## src/hw/rtl/bbpt_pkg.sv

```systemverilog
// Shared types and constants for the beep burst pattern timer.
package bbpt_pkg;

  localparam int CntW      = 16;
  localparam int OpW       = 2;
  localparam int InDataW   = 56;
  localparam int OutDataW  = 24;

  typedef enum logic [OpW-1:0] {
    OP_TICK  = 2'd0,
    OP_SET   = 2'd1,
    OP_CLEAR = 2'd2,
    OP_NONE  = 2'd3
  } op_t;

  typedef struct packed {
    logic            force_req;
    logic [CntW-1:0] off_ticks;
    logic [CntW-1:0] on_ticks;
    logic [CntW-1:0] repeat_count;
    op_t             op;
  } item_t;

  typedef struct packed {
    logic [CntW-1:0] on_remaining;
    logic            busy_res;
    logic            drive;
  } result_t;

  typedef struct packed {
    logic fire;
    logic advance;
  } stage_ctrl_t;

endpackage

```

## src/hw/rtl/beep_burst_pattern_timer_top.sv

```systemverilog
// Top level of the beep burst pattern timer.
//
// The input channel carries one command per beat: a 1 ms tick, a set of a
// new burst pattern, a clear or a no-op. The op code travels on in_tuser; the pattern
// fields and the force request travel on in_tdata. Every accepted beat gives
// exactly one result beat on the output channel with the drive level, the
// busy flag and the remaining on time after that command.
// A beat accepted into the input register is held there until the core works it;
// working it also loads the result register, which offers its result. One beat
// is taken in every cycle while the output side keeps up; the rate is set by the
// combinational update of the pattern counters.
// When the receiver stalls, the result register holds its beat and the input
// register can still take one more beat; after that in_tready falls until
// the stalled result is taken. Synchronous reset clears all counters, the
// busy flag and the drive level and empties both stages.
module beep_burst_pattern_timer_top (
  input  logic                         clk,
  input  logic                         rst_n,
  input  logic                         in_tvalid,
  output logic                         in_tready,
  // repeat_count[15:0], on_ticks[31:16], off_ticks[47:32], force_req[48], zeros
  input  logic [bbpt_pkg::InDataW-1:0] in_tdata,
  // op[1:0]
  input  logic [bbpt_pkg::OpW-1:0]     in_tuser,
  output logic                         out_tvalid,
  input  logic                         out_tready,
  // drive[0], busy_res[1], on_remaining[17:2], zeros
  output logic [bbpt_pkg::OutDataW-1:0] out_tdata
);

  logic                  out_valid_r, out_valid_nxt;
  logic                  item_valid;
  bbpt_pkg::item_t       item;
  bbpt_pkg::result_t     result;
  bbpt_pkg::stage_ctrl_t ctrl;

  assign ctrl.advance = !out_valid_r || out_tready;
  assign ctrl.fire    = item_valid && ctrl.advance;

  bbpt_in_reg u_in_reg (
    .clk        (clk),
    .rst_n      (rst_n),
    .in_tvalid  (in_tvalid),
    .in_tready  (in_tready),
    .in_tdata   (in_tdata),
    .in_tuser   (in_tuser),
    .advance    (ctrl.advance),
    .item_valid (item_valid),
    .item       (item)
  );

  bbpt_core u_core (
    .clk    (clk),
    .rst_n  (rst_n),
    .ctrl   (ctrl),
    .item   (item),
    .result (result)
  );

  always_comb begin
    out_valid_nxt = out_valid_r;
    if (ctrl.fire) begin
      out_valid_nxt = 1'b1;
    end else if (out_tready) begin
      out_valid_nxt = 1'b0;
    end
  end

  always_ff @(posedge clk) begin
    if (!rst_n) begin
      out_valid_r <= 1'b0;
    end else begin
      out_valid_r <= out_valid_nxt;
    end
  end

  assign out_tvalid = out_valid_r;
  assign out_tdata  = {{(bbpt_pkg::OutDataW - $bits(bbpt_pkg::result_t)){1'b0}}, result};

endmodule

```

## src/hw/rtl/bbpt_in_reg.sv

```systemverilog
// Input register stage: captures one beat and holds it until the core takes it.
module bbpt_in_reg (
  input  logic                    clk,
  input  logic                    rst_n,
  input  logic                    in_tvalid,
  output logic                    in_tready,
  input  logic [bbpt_pkg::InDataW-1:0] in_tdata,
  input  logic [bbpt_pkg::OpW-1:0]     in_tuser,
  input  logic                    advance,
  output logic                    item_valid,
  output bbpt_pkg::item_t         item
);

  logic            valid_r;
  logic            valid_nxt;
  bbpt_pkg::item_t item_r;
  logic            load;

  assign in_tready = !valid_r || advance;
  assign load      = in_tvalid && in_tready;

  always_comb begin
    valid_nxt = valid_r;
    if (load) begin
      valid_nxt = 1'b1;
    end else if (advance) begin
      valid_nxt = 1'b0;
    end
  end

  always_ff @(posedge clk) begin
    if (!rst_n) begin
      valid_r <= 1'b0;
    end else begin
      valid_r <= valid_nxt;
    end
  end

  always_ff @(posedge clk) begin
    if (load) begin
      item_r.op           <= bbpt_pkg::op_t'(in_tuser);
      item_r.repeat_count <= in_tdata[15:0];
      item_r.on_ticks     <= in_tdata[31:16];
      item_r.off_ticks    <= in_tdata[47:32];
      item_r.force_req    <= in_tdata[48];
    end
  end

  assign item_valid = valid_r;
  assign item       = item_r;

endmodule

```

## src/hw/rtl/bbpt_core.sv

```systemverilog
// Pattern state, its next-state logic and the result register.
module bbpt_core (
  input  logic                  clk,
  input  logic                  rst_n,
  input  bbpt_pkg::stage_ctrl_t ctrl,
  input  bbpt_pkg::item_t       item,
  output bbpt_pkg::result_t     result
);

  logic [bbpt_pkg::CntW-1:0] on_left_r, on_left_nxt;
  logic [bbpt_pkg::CntW-1:0] off_left_r, off_left_nxt;
  logic [bbpt_pkg::CntW-1:0] repeats_left_r, repeats_left_nxt;
  logic [bbpt_pkg::CntW-1:0] on_reload_r, on_reload_nxt;
  logic [bbpt_pkg::CntW-1:0] off_reload_r, off_reload_nxt;
  logic                      busy_r, busy_nxt;
  logic                      drive_r, drive_nxt;
  bbpt_pkg::result_t         result_r;
  logic                      busy_eff;

  always_comb begin
    on_left_nxt      = on_left_r;
    off_left_nxt     = off_left_r;
    repeats_left_nxt = repeats_left_r;
    on_reload_nxt    = on_reload_r;
    off_reload_nxt   = off_reload_r;
    busy_nxt         = busy_r;
    drive_nxt        = drive_r;
    busy_eff         = busy_r && !item.force_req;
    case (item.op)
      bbpt_pkg::OP_TICK: begin
        if (on_left_r != '0) begin
          on_left_nxt = on_left_r - 1'b1;
          busy_nxt    = 1'b1;
          drive_nxt   = 1'b1;
        end else if (repeats_left_r > 16'd1) begin
          if (off_left_r != '0) begin
            off_left_nxt = off_left_r - 1'b1;
            drive_nxt    = 1'b0;
          end else begin
            off_left_nxt     = off_reload_r;
            on_left_nxt      = on_reload_r;
            repeats_left_nxt = repeats_left_r - 1'b1;
          end
        end else begin
          busy_nxt  = 1'b0;
          drive_nxt = 1'b0;
        end
      end
      bbpt_pkg::OP_SET: begin
        busy_nxt = busy_eff;
        if (!busy_eff) begin
          repeats_left_nxt = item.repeat_count;
          on_left_nxt      = item.on_ticks;
          on_reload_nxt    = item.on_ticks;
          off_left_nxt     = item.off_ticks;
          off_reload_nxt   = item.off_ticks;
        end
      end
      bbpt_pkg::OP_CLEAR: begin
        busy_nxt         = 1'b0;
        repeats_left_nxt = '0;
      end
      default: begin
      end
    endcase
  end

  always_ff @(posedge clk) begin
    if (!rst_n) begin
      on_left_r      <= '0;
      off_left_r     <= '0;
      repeats_left_r <= '0;
      on_reload_r    <= '0;
      off_reload_r   <= '0;
      busy_r         <= 1'b0;
      drive_r        <= 1'b0;
    end else if (ctrl.fire) begin
      on_left_r      <= on_left_nxt;
      off_left_r     <= off_left_nxt;
      repeats_left_r <= repeats_left_nxt;
      on_reload_r    <= on_reload_nxt;
      off_reload_r   <= off_reload_nxt;
      busy_r         <= busy_nxt;
      drive_r        <= drive_nxt;
    end
  end

  always_ff @(posedge clk) begin
    if (ctrl.fire) begin
      result_r.drive        <= drive_nxt;
      result_r.busy_res     <= busy_nxt;
      result_r.on_remaining <= on_left_nxt;
    end
  end

  assign result = result_r;

endmodule

```

## config.mk

```make
export PLATFORM = sky130hd
export DESIGN_NAME = beep_burst_pattern_timer_top
export DESIGN_NICKNAME = d
export VERILOG_FILES = /design/src/hw/rtl/bbpt_pkg.sv /design/src/hw/rtl/beep_burst_pattern_timer_top.sv /design/src/hw/rtl/bbpt_in_reg.sv /design/src/hw/rtl/bbpt_core.sv
export SDC_FILE = /design/constraint.sdc
export NUM_CORES = 1
export LEC_CHECK = 0
export ABC_CLOCK_PERIOD_IN_PS = 2760
export BUFFER_PORTS_ARGS = -buffer_cell sky130_fd_sc_hd__clkbuf_2
export CAP_MARGIN = 20
export CELL_PAD_IN_SITES_DETAIL_PLACEMENT = 0
export CELL_PAD_IN_SITES_GLOBAL_PLACEMENT = 2
export CORE_ASPECT_RATIO = 1.25
export CORE_MARGIN = 5
export CORE_UTILIZATION = 37
export DETAILED_ROUTE_END_ITERATION = 16
export GPL_TIMING_DRIVEN = 0
export PLACE_DENSITY = 0.82
export SLEW_MARGIN = 20
export SYNTH_ARGS = -nofsm -noshare
export SYNTH_HDL_FRONTEND = slang
export SYNTH_HIERARCHICAL = 1
export SYNTH_SLANG_ARGS = --single-unit
```

## constraint.sdc

```tcl
create_clock -name clk -period 2.76 [get_ports clk]
set_clock_uncertainty 0.1 [all_clocks]
set_input_delay 0 -clock clk [delete_from_list [all_inputs] [get_ports clk]]
set_output_delay 0 -clock clk [all_outputs]
set_load 0.02 [all_outputs]
```

After elaboration in Yosys (flattened, before gate mapping)
Index checks and enable logic that the tools add are counted.

Logic and storage cells: 72. Register bits after elaboration: 153.

Bitwise operators: 1. Add/subtract/negate cells: 3. Mux-type cells: 26. Reduce and logical (&&, ||, !) cells: 18. Order comparisons: 1. Equal/unequal tests: 6.

Operators by type and width (count): two-way mux 16 bit (12); one-hot mux 16 bit (2 select lines) (2); one-hot mux 16 bit (3 select lines) (1); subtractor 16 x 1 -> 16 bit, second input constant (3); nonzero test 16 bit (2); > comparator 16 x 1 -> 1 bit, second input constant (1); two-way mux 1 bit (10); inequality test 2 bit, second input constant (3); AND reduction 6 bit (1); nonzero test 2 bit (3); AND reduction 5 bit (1); logical AND 1 bit (3); logical NOT 1 bit (3); one-hot mux 1 bit (3 select lines) (1); AND reduction 3 bit (1); nonzero test 3 bit (1); equality test 2 x 1 -> 1 bit, second input constant (1); equality test 2 bit, second input constant (1); logical NOT 2 bit (1); logical OR 1 bit (2); inequality test 2 x 1 -> 1 bit, second input constant (1); NOT 1 bit (1).

Depth between registers and ports, before layout
Gate-level depths: netlist of the first run.

Word-level depth: 5. Mapped depth: 10. Gate-level depth less buffers: 8.

Modules after synthesis
Netlist of the first run, hierarchy kept.

By module, submodules not included: bbpt_core (cells each 686, instances 1, area each 5709.2 sq um, sequential area each 2182.1 sq um); bbpt_in_reg (cells each 56, instances 1, area each 1589.0 sq um, sequential area each 1551.5 sq um); beep_burst_pattern_timer_top (cells each 12, instances 1, area each 106.4 sq um, sequential area each 20.0 sq um).

Worst setup path before layout of the first run
Ideal clock, no wire load.

Path type: reg-to-reg. Start: register u_core/off_left_r[0] (netlist bit). End: register u_core/repeats_left_r[10] (netlist bit). Data arrival time: 2204 ps. Required time: 2522 ps. Clock period less this slack: 2443 ps. Setup slack: 317 ps. Stages on the path, launching flop included: 11. Cell sequence: dfxtp_1 -> inv_1 -> ha_1 -> nor3b_1 -> nand4_4 -> a2111oi_4 -> o21bai_2 -> buf_6 -> buf_6 -> o211ai_2 -> o31ai_2.

Cells in the longest elaborated chain, start to end: 3.

Ends and longest elaborated chain: start, declared (line bbpt_core.sv:11) `logic [bbpt_pkg::CntW-1:0] off_left_r, off_left_nxt;`; start signal, assigned (line bbpt_core.sv:79) `off_left_r <= off_left_nxt;`; nonzero test 16 bit (line bbpt_core.sv:36) `if (off_left_r != '0) begin`; inequality test 2 bit (no line); AND reduction 6 bit (no line); end signal, assigned (line bbpt_core.sv:80) `repeats_left_r <= repeats_left_nxt;`; end, declared (line bbpt_core.sv:12) `logic [bbpt_pkg::CntW-1:0] repeats_left_r, repeats_left_nxt;`.

No other way between the ends. A chain may end at the register's enable or synchronous reset.

Worst setup path after layout of the first run
Start: register u_core/off_left_r[5] (netlist bit). End: register u_core.result_r, in the netlist u_core/result[3], data pin.

Cells in the longest elaborated chain, start to end: 5.

Ends and longest elaborated chain: nonzero test 16 bit (line bbpt_core.sv:36); two-way mux 16 bit (line bbpt_core.sv:36); two-way mux 16 bit (line bbpt_core.sv:35) `end else if (repeats_left_r > 16'd1) begin`; two-way mux 16 bit (line bbpt_core.sv:31) `if (on_left_r != '0) begin`; one-hot mux 16 bit (2 select lines) (line bbpt_core.sv:29) `case (item.op)`; net u_core.on_left_nxt, one bit (line bbpt_core.sv:10) `logic [bbpt_pkg::CntW-1:0] on_left_r, on_left_nxt;`; end, declared (line bbpt_core.sv:17) `bbpt_pkg::result_t result_r;`.

The timed path passes the listed nets, and every way through them passes these cells.

==> impl_metrics.toml, run 1 <==
[detailed_routing]
routed_via_density = 5.42
drc = 0
wl_met2_um = 11300
wirelength_um = 22000
dr.pass1.iters = 5
ant_nets = 0
vias = 6433
highest_layer = "met4"
wl_met3_um = 1000
wl_per_cell_um = 18.6
wl_met1_um = 9000
drt-initial-drc-count = 507

[finish]
nNetsFinal = 981
fillers = 1901
drive_gt1_share_pct = 19.8
design_area_mm2 = 0.00934
area_delta_synth_final_pct = 26.2
antennaDiodeCount = 0
multi_input_area_mm2 = 0.00336
regArea_mm2 = 0.00375
final_core_util_pct = 47.8

[sta]
finalSetupViolations = 0
final-hold-violation-count = 0
slew_viol_final = 0
post-route-period-util_pct = 96.3
maxSlewHeadroom_pct = 26.4
tightest_slew_ns = 1.09
setup_slack_ns = 0.102
max_freq_mhz = 376
rsz0062_at_grt = "true"
min_period_ns = 2.66
final.setup.tns_ns = 0

[flow_run]
cap_violations = 0

[setup_path]
path_class = "register to register"
crit_required_ns = 2.83
startpoint_type = "register"
critPathCaptureType = "register"
cp_max_fo = 10
cp.arrival_ns = 2.73

[power_and_ir_drop]
clkPwrFrac_pct = 37.0
p_switching_mw = 1.88
power_density_mw_per_mm2 = 681
combPwrFrac_pct = 22.0
peakVddDrop_uv = 444
p_sw_share_pct = 29.6
p_int_mw = 4.48
seqPwrFrac_pct = 41.0
leakage_nw = 3.59

[logic_synthesis]
syn_inst = 754
syn_area_mm2 = 0.00740
yosys.area.top_type = "edfxtp_1"
synth_top_cells_by_count = "nand2_1 (110), dfxtp_1 (84), a21oi_1 (71), edfxtp_1 (69), nor2_1 (51)"
synth.top_cell.area_share_pct = 28.0
synth_seq_cells = 153
synthTopCellsByArea = "edfxtp_1 (28%), dfxtp_1 (23%), nand2_1 (5.6%)"
async_flop_share_pct = 0
yosys.cell_types.count = 80
ys_seq_area_share_pct = 50.7
yosysWarnings = 6
synth_edf_count = 69
synth_ff_type = "dfxtp_1"
syn_avg_cell_area_um2 = 9.82
yosysMostFrequentCell = "nand2_1"

[cts]
h-tree-depth = 4
cts.path.max_buffers = 2
clock-sinks = 153
root_buffer = "clkbuf_16"
cts_buffers = 17
clock_latency_ns = 0.43
path_clk_slew_ns = 0.06
cts_tree = "yes"

[global_routing]
grt_max_degree = 52
grt_usage_pct = 19.5
grt_pass1_wl_um = 34600
antenna_found_initial = 0
grt_pass1_vias = 6429
grt_overflow = 0

[place]
port_buffers = 74
placed_cell_area_mm2 = 0.00813
dpl.hpwl_um = 15400
gp_congestion = 0.898
place_ws_ns = -0.556

[die]
io_pins = 88
fp-row-count = 57
die_area_mm2 = 0.0230
core_mm2 = 0.0195
die_y_um = 168
initial_core_util_pct = 37.9
die_w_um = 137

[min_path]
hold_path_class = "input port to register"

[status]
status = "complete, no violations"
through the flow:
| step | hold slack [ns] | power (mW) | instances |
|---|---|---|---|
| 6_report | 0.111 | 6.36 | 1187 |
| 5_1_grt | 0.116 | 6.65 | 1187 |
| 3_5_place_dp | 0.0786 | 3.94 | 1098 |
| 2_1_floorplan | -0.00113 | 3.57 | 759 |
| 4_1_cts | 0.0778 | 6.40 | 1185 |
| 3_3_place_gp | 0.0763 | 3.93 | 1098 |
metal layers:
| layer | vias to the layer above | global-route usage [%] |
|---|---|---|
| met1 | 3097 | 22.3 |
| met5 | - | 0 |
| li1 | 3074 | - |
| met4 | 0 | 8.33 |
| met2 | 210 | 34.6 |
| met3 | 52 | 4.15 |
timing repair:
action                                  4_1_cts  5_1_grt
resized for setup                            12        9
hold buffers                                 55        0
endpoints found under the hold margin        53        0
pin swaps                                     2        4
buffers inserted                              1        2
endpoints found under the setup margin       86       63
state kept, by name, summed over array words and instances (netlist names):
signal / count
u_core/drive_r: 1
u_core/on_left_r: 16
u_core/off_reload_r: 16
u_core/on_reload_r: 16
u_core/off_left_r: 16
u_core/result: 18
u_in_reg/item: 51
out_tvalid: 1
u_core/repeats_left_r: 16
u_core/busy_r: 1
u_in_reg/item_valid: 1
worst max-delay path, stage by stage (launching register included):
cell      delay [ns]
dfxtp_1         0.38
nor4_4          0.57
nand4_4         0.35
a21oi_2         0.54
o211ai_1        0.18
a31o_2          0.28
cells in the final DEF (no fill, tap or decap), types with 4 or more instances in the layout:
cell,instances
buf_4,11
mux2i_1,4
nand3b_1,4
conb_1,6
nor2_1,50
dlygate4sd3_1,55
xnor2_1,10
edfxtp_1,69
a21oi_1,70
clkbuf_2,82
buf_2,8
nor3_1,15
nand4_1,8
a21o_1,5
nor2b_1,4
clkbuf_1,29
o211ai_2,7
o21ai_0,41
or3_1,6
inv_1,22
a22o_1,9
a211oi_1,6
ha_1,9
nand2_1,110
clkbuf_16,17
o211ai_1,16
a22oi_1,17
nand3_1,13
xor2_1,10
nor4_4,4
a31oi_1,15
nor4_1,6
o31ai_2,8
dfxtp_1,84
power by group through the flow:
stage                     clock (mW)  sequential, mW  combinational, mW
after floorplan                    0            2.65              0.913
after global placement             0            2.65               1.28
after detailed placement           0            2.65               1.29
after CTS                       2.41            2.61               1.37
after global routing            2.49            2.62               1.53
final                           2.35            2.61               1.40
cell families (layout without fill, tap and decap cells):
family                     after synthesis  in the layout  synth area share (%)
DFF                                    153            153                  50.7
buffers and inverters                   79            242                  4.85
and+or+nand+nor                        247            247                  16.8
muxes                                    7              7                 0.997
other                                    1              6                0.0506
xor gates and xnor gates                20             20                  2.37
adders and majority gates               10             10                  1.69
AOI/OAI and AO/OA                      237            237                  22.5
layout make-up:
cell class / instances / area share (%)
Inverter: 23 / 0.924
Clock inverter: 12 / 1.61
Clock buffer: 20 / 4.67
Tap cell: 265 / 3.55
Buffer: 55 / 2.99
Sequential cell: 153 / 40.2
Timing Repair Buffer: 132 / 10.1
Multi-Input combinational cell: 527 / 36.0
final timing paths:
check	startpoint	end	slack, ns	depth (start not counted)
hold reg to reg	u_core/off_reload_r[13]	u_core/off_reload_r[13]	0.36	2
hold / removal	rst_n	u_core/on_left_r[7]	0.11	4
setup reg to reg	u_core/off_left_r[5]	u_core/result[3]	0.10	5
setup / recovery	u_core/off_left_r[5]	u_core/result[3]	0.10	5
Power figures use the tool's default switching activity.
==> inputs of run 2 (changes only) <==
- BUFFER_PORTS_ARGS: -buffer_cell sky130_fd_sc_hd__clkbuf_2 -> -buffer_cell sky130_fd_sc_hd__buf_4
==> run 2 against run 1 <==
Routed wire length up 0.76%. Die area is the same. Worst setup slack gained 0.023 ns. Critical path type unchanged.
==> impl_metrics.toml, run 2 (same netlist as run 1, synthesis figures left out) <==
[place]
gp_congestion = 0.905
placed_cell_area_mm2 = 0.00831
dpl.hpwl_um = 15400
port_buffers = 74

[sta]
min_period_ns = 2.63
final-hold-violation-count = 0
rsz0062_at_grt = "false"
max_freq_mhz = 380
post-route-period-util_pct = 95.5
slew_viol_final = 0
whs_ns = 0.185
maxSlewHeadroom_pct = 31.3
tightest_slew_ns = 1.02
finalSetupViolations = 0

[setup_path]
cp_max_fo = 9
startpoint_type = "register"
crit_family = "simple AND/OR/NAND/NOR gates"
crit_required_ns = 2.82
r2r_cells = 7
slowest_stage = "nor4_4"
cp.arrival_ns = 2.69
path_class = "register to register"
max_stage_delay_ns = 0.39
r2r_end = "u_core/result[11]"
regToRegSetupSlack_ns = 0.13
critPathCaptureType = "register"
crit_buf_inv = 1
rr_startpoint = "u_core/on_left_r[2]"
path_cells = "buf_2 -> nor4_4 -> nor2b_1 -> nor4b_1 -> mux2_2 -> a221oi_1 -> nand2_1"

[global_routing]
grt_pass1_vias = 6469
grt_pass1_wl_um = 35100
antenna_found_initial = 0
grt_usage_pct = 19.6
grt_overflow = 0
grt_max_degree = 52

[cts]
cts.path.max_buffers = 2
path_clk_slew_ns = 0.07
cts_tree = "yes"
cts_buffers = 17
root_buffer = "clkbuf_16"
clock-sinks = 153
h-tree-depth = 4
clock_latency_ns = 0.42

[die]
core_mm2 = 0.0195
io_pins = 88
die_y_um = 168
initial_core_util_pct = 37.9
die_w_um = 137
die_area_mm2 = 0.0230
fp-row-count = 57

[detailed_routing]
drc = 0
drt-initial-drc-count = 557
vias = 6479
dr.pass1.iters = 5
wirelength_um = 22200
ant_nets = 0
routed_via_density = 5.45
wl_per_cell_um = 18.7

[power_and_ir_drop]
p_sw_share_pct = 29.7
seqPwrFrac_pct = 40.7
combPwrFrac_pct = 22.5
clkPwrFrac_pct = 36.8
p_switching_mw = 1.90
total_power_mw = 6.41
leakage_nw = 3.64
power_density_mw_per_mm2 = 672
p_int_mw = 4.51
peakVddDrop_uv = 444

[min_path]
hold_path_class = "input port to register"
hold_end = "u_in_reg/item[2]"
hp-start = "in_tdata[0]"
min_delay_path_depth = 2

[status]
status = "complete, no violations"

[finish]
design_area_mm2 = 0.00954
final_core_util_pct = 48.8
area_delta_synth_final_pct = 28.8
final_cell_mix = "nand2_1 (110), buf_4 (86), dfxtp_1 (84), a21oi_1 (70), edfxtp_1 (69)"
nNetsFinal = 982
largest_reg_flops = 51
fillers = 1873
final_common_cell = "nand2_1"
multi_input_area_mm2 = 0.00336
regArea_mm2 = 0.00375
antennaDiodeCount = 0
drive_gt1_share_pct = 20.0

[flow_run]
cap_violations = 0
[run 2: cell type report]
cell class                      count  area share, %
Buffer                             55           2.90
Multi-Input combinational cell    527           35.3
Clock buffer                       19           4.54
Inverter                           23          0.905
Timing Repair Buffer              133           11.9
Clock inverter                     13           1.63
Sequential cell                   153           39.4
Tap cell                          265           3.48
[run 2: worst max path at each step]
stage / to / slack, ns / depth (start not counted) / from
after global routing: u_core/result[2] / 0.002 / 8 / u_core/on_left_r[10]
after global placement: u_core/on_reload_r[3] / -0.48 / 9 / u_in_reg/item[1]
final: u_core/result[11] / 0.13 / 7 / u_core/on_left_r[2]
after floorplan: u_core/repeats_left_r[10] / 0.32 / 10 / u_core/off_left_r[0]
after CTS: u_core/result[12] / 0.005 / 8 / u_core/on_left_r[7]
after detailed placement: u_core/on_reload_r[6] / -0.53 / 9 / u_in_reg/item[1]
[run 2: metrics by stage]
stage / TNS, ns / setup slack [ns] / cells
after floorplan: 0 / 0.317 / 759
after global placement: -20.34 / -0.477 / 1098
after detailed placement: -24.09 / -0.530 / 1098
after CTS: 0 / 0.00533 / 1185
after global routing: 0 / 0.00168 / 1188
final: 0 / 0.125 / 1188
[run 2: routing by layer]
metal / routed length [µm] / part of all wire (%) / vias to the layer above / track usage (%)
li1: - / - / 3084 / -
met1: 9090 / 41 / 3112 / 23.4
met2: 11200 / 51 / 225 / 33.8
met3: 1040 / 4.7 / 58 / 3.64
met4: 815 / 3.7 / 0 / 8.72
met5: 0 / 0 / - / 0
[run 2: power groups by stage]
stage / combinational [mW] / clock [mW] / sequential, mW
final: 1.44 / 2.36 / 2.61
after detailed placement: 1.32 / 0 / 2.66
after global placement: 1.31 / 0 / 2.65
after floorplan: 0.913 / 0 / 2.65
after CTS: 1.41 / 2.42 / 2.61
after global routing: 1.57 / 2.49 / 2.62
[run 2: repair_timing]
item | in CTS | in global routing
setup endpoints to repair | 85 | 33
endpoints found under the hold margin | 53 | 0
setup buffers | 1 | 3
resized for setup | 10 | 9
pin swaps | 2 | 2
hold buffers | 55 | 0
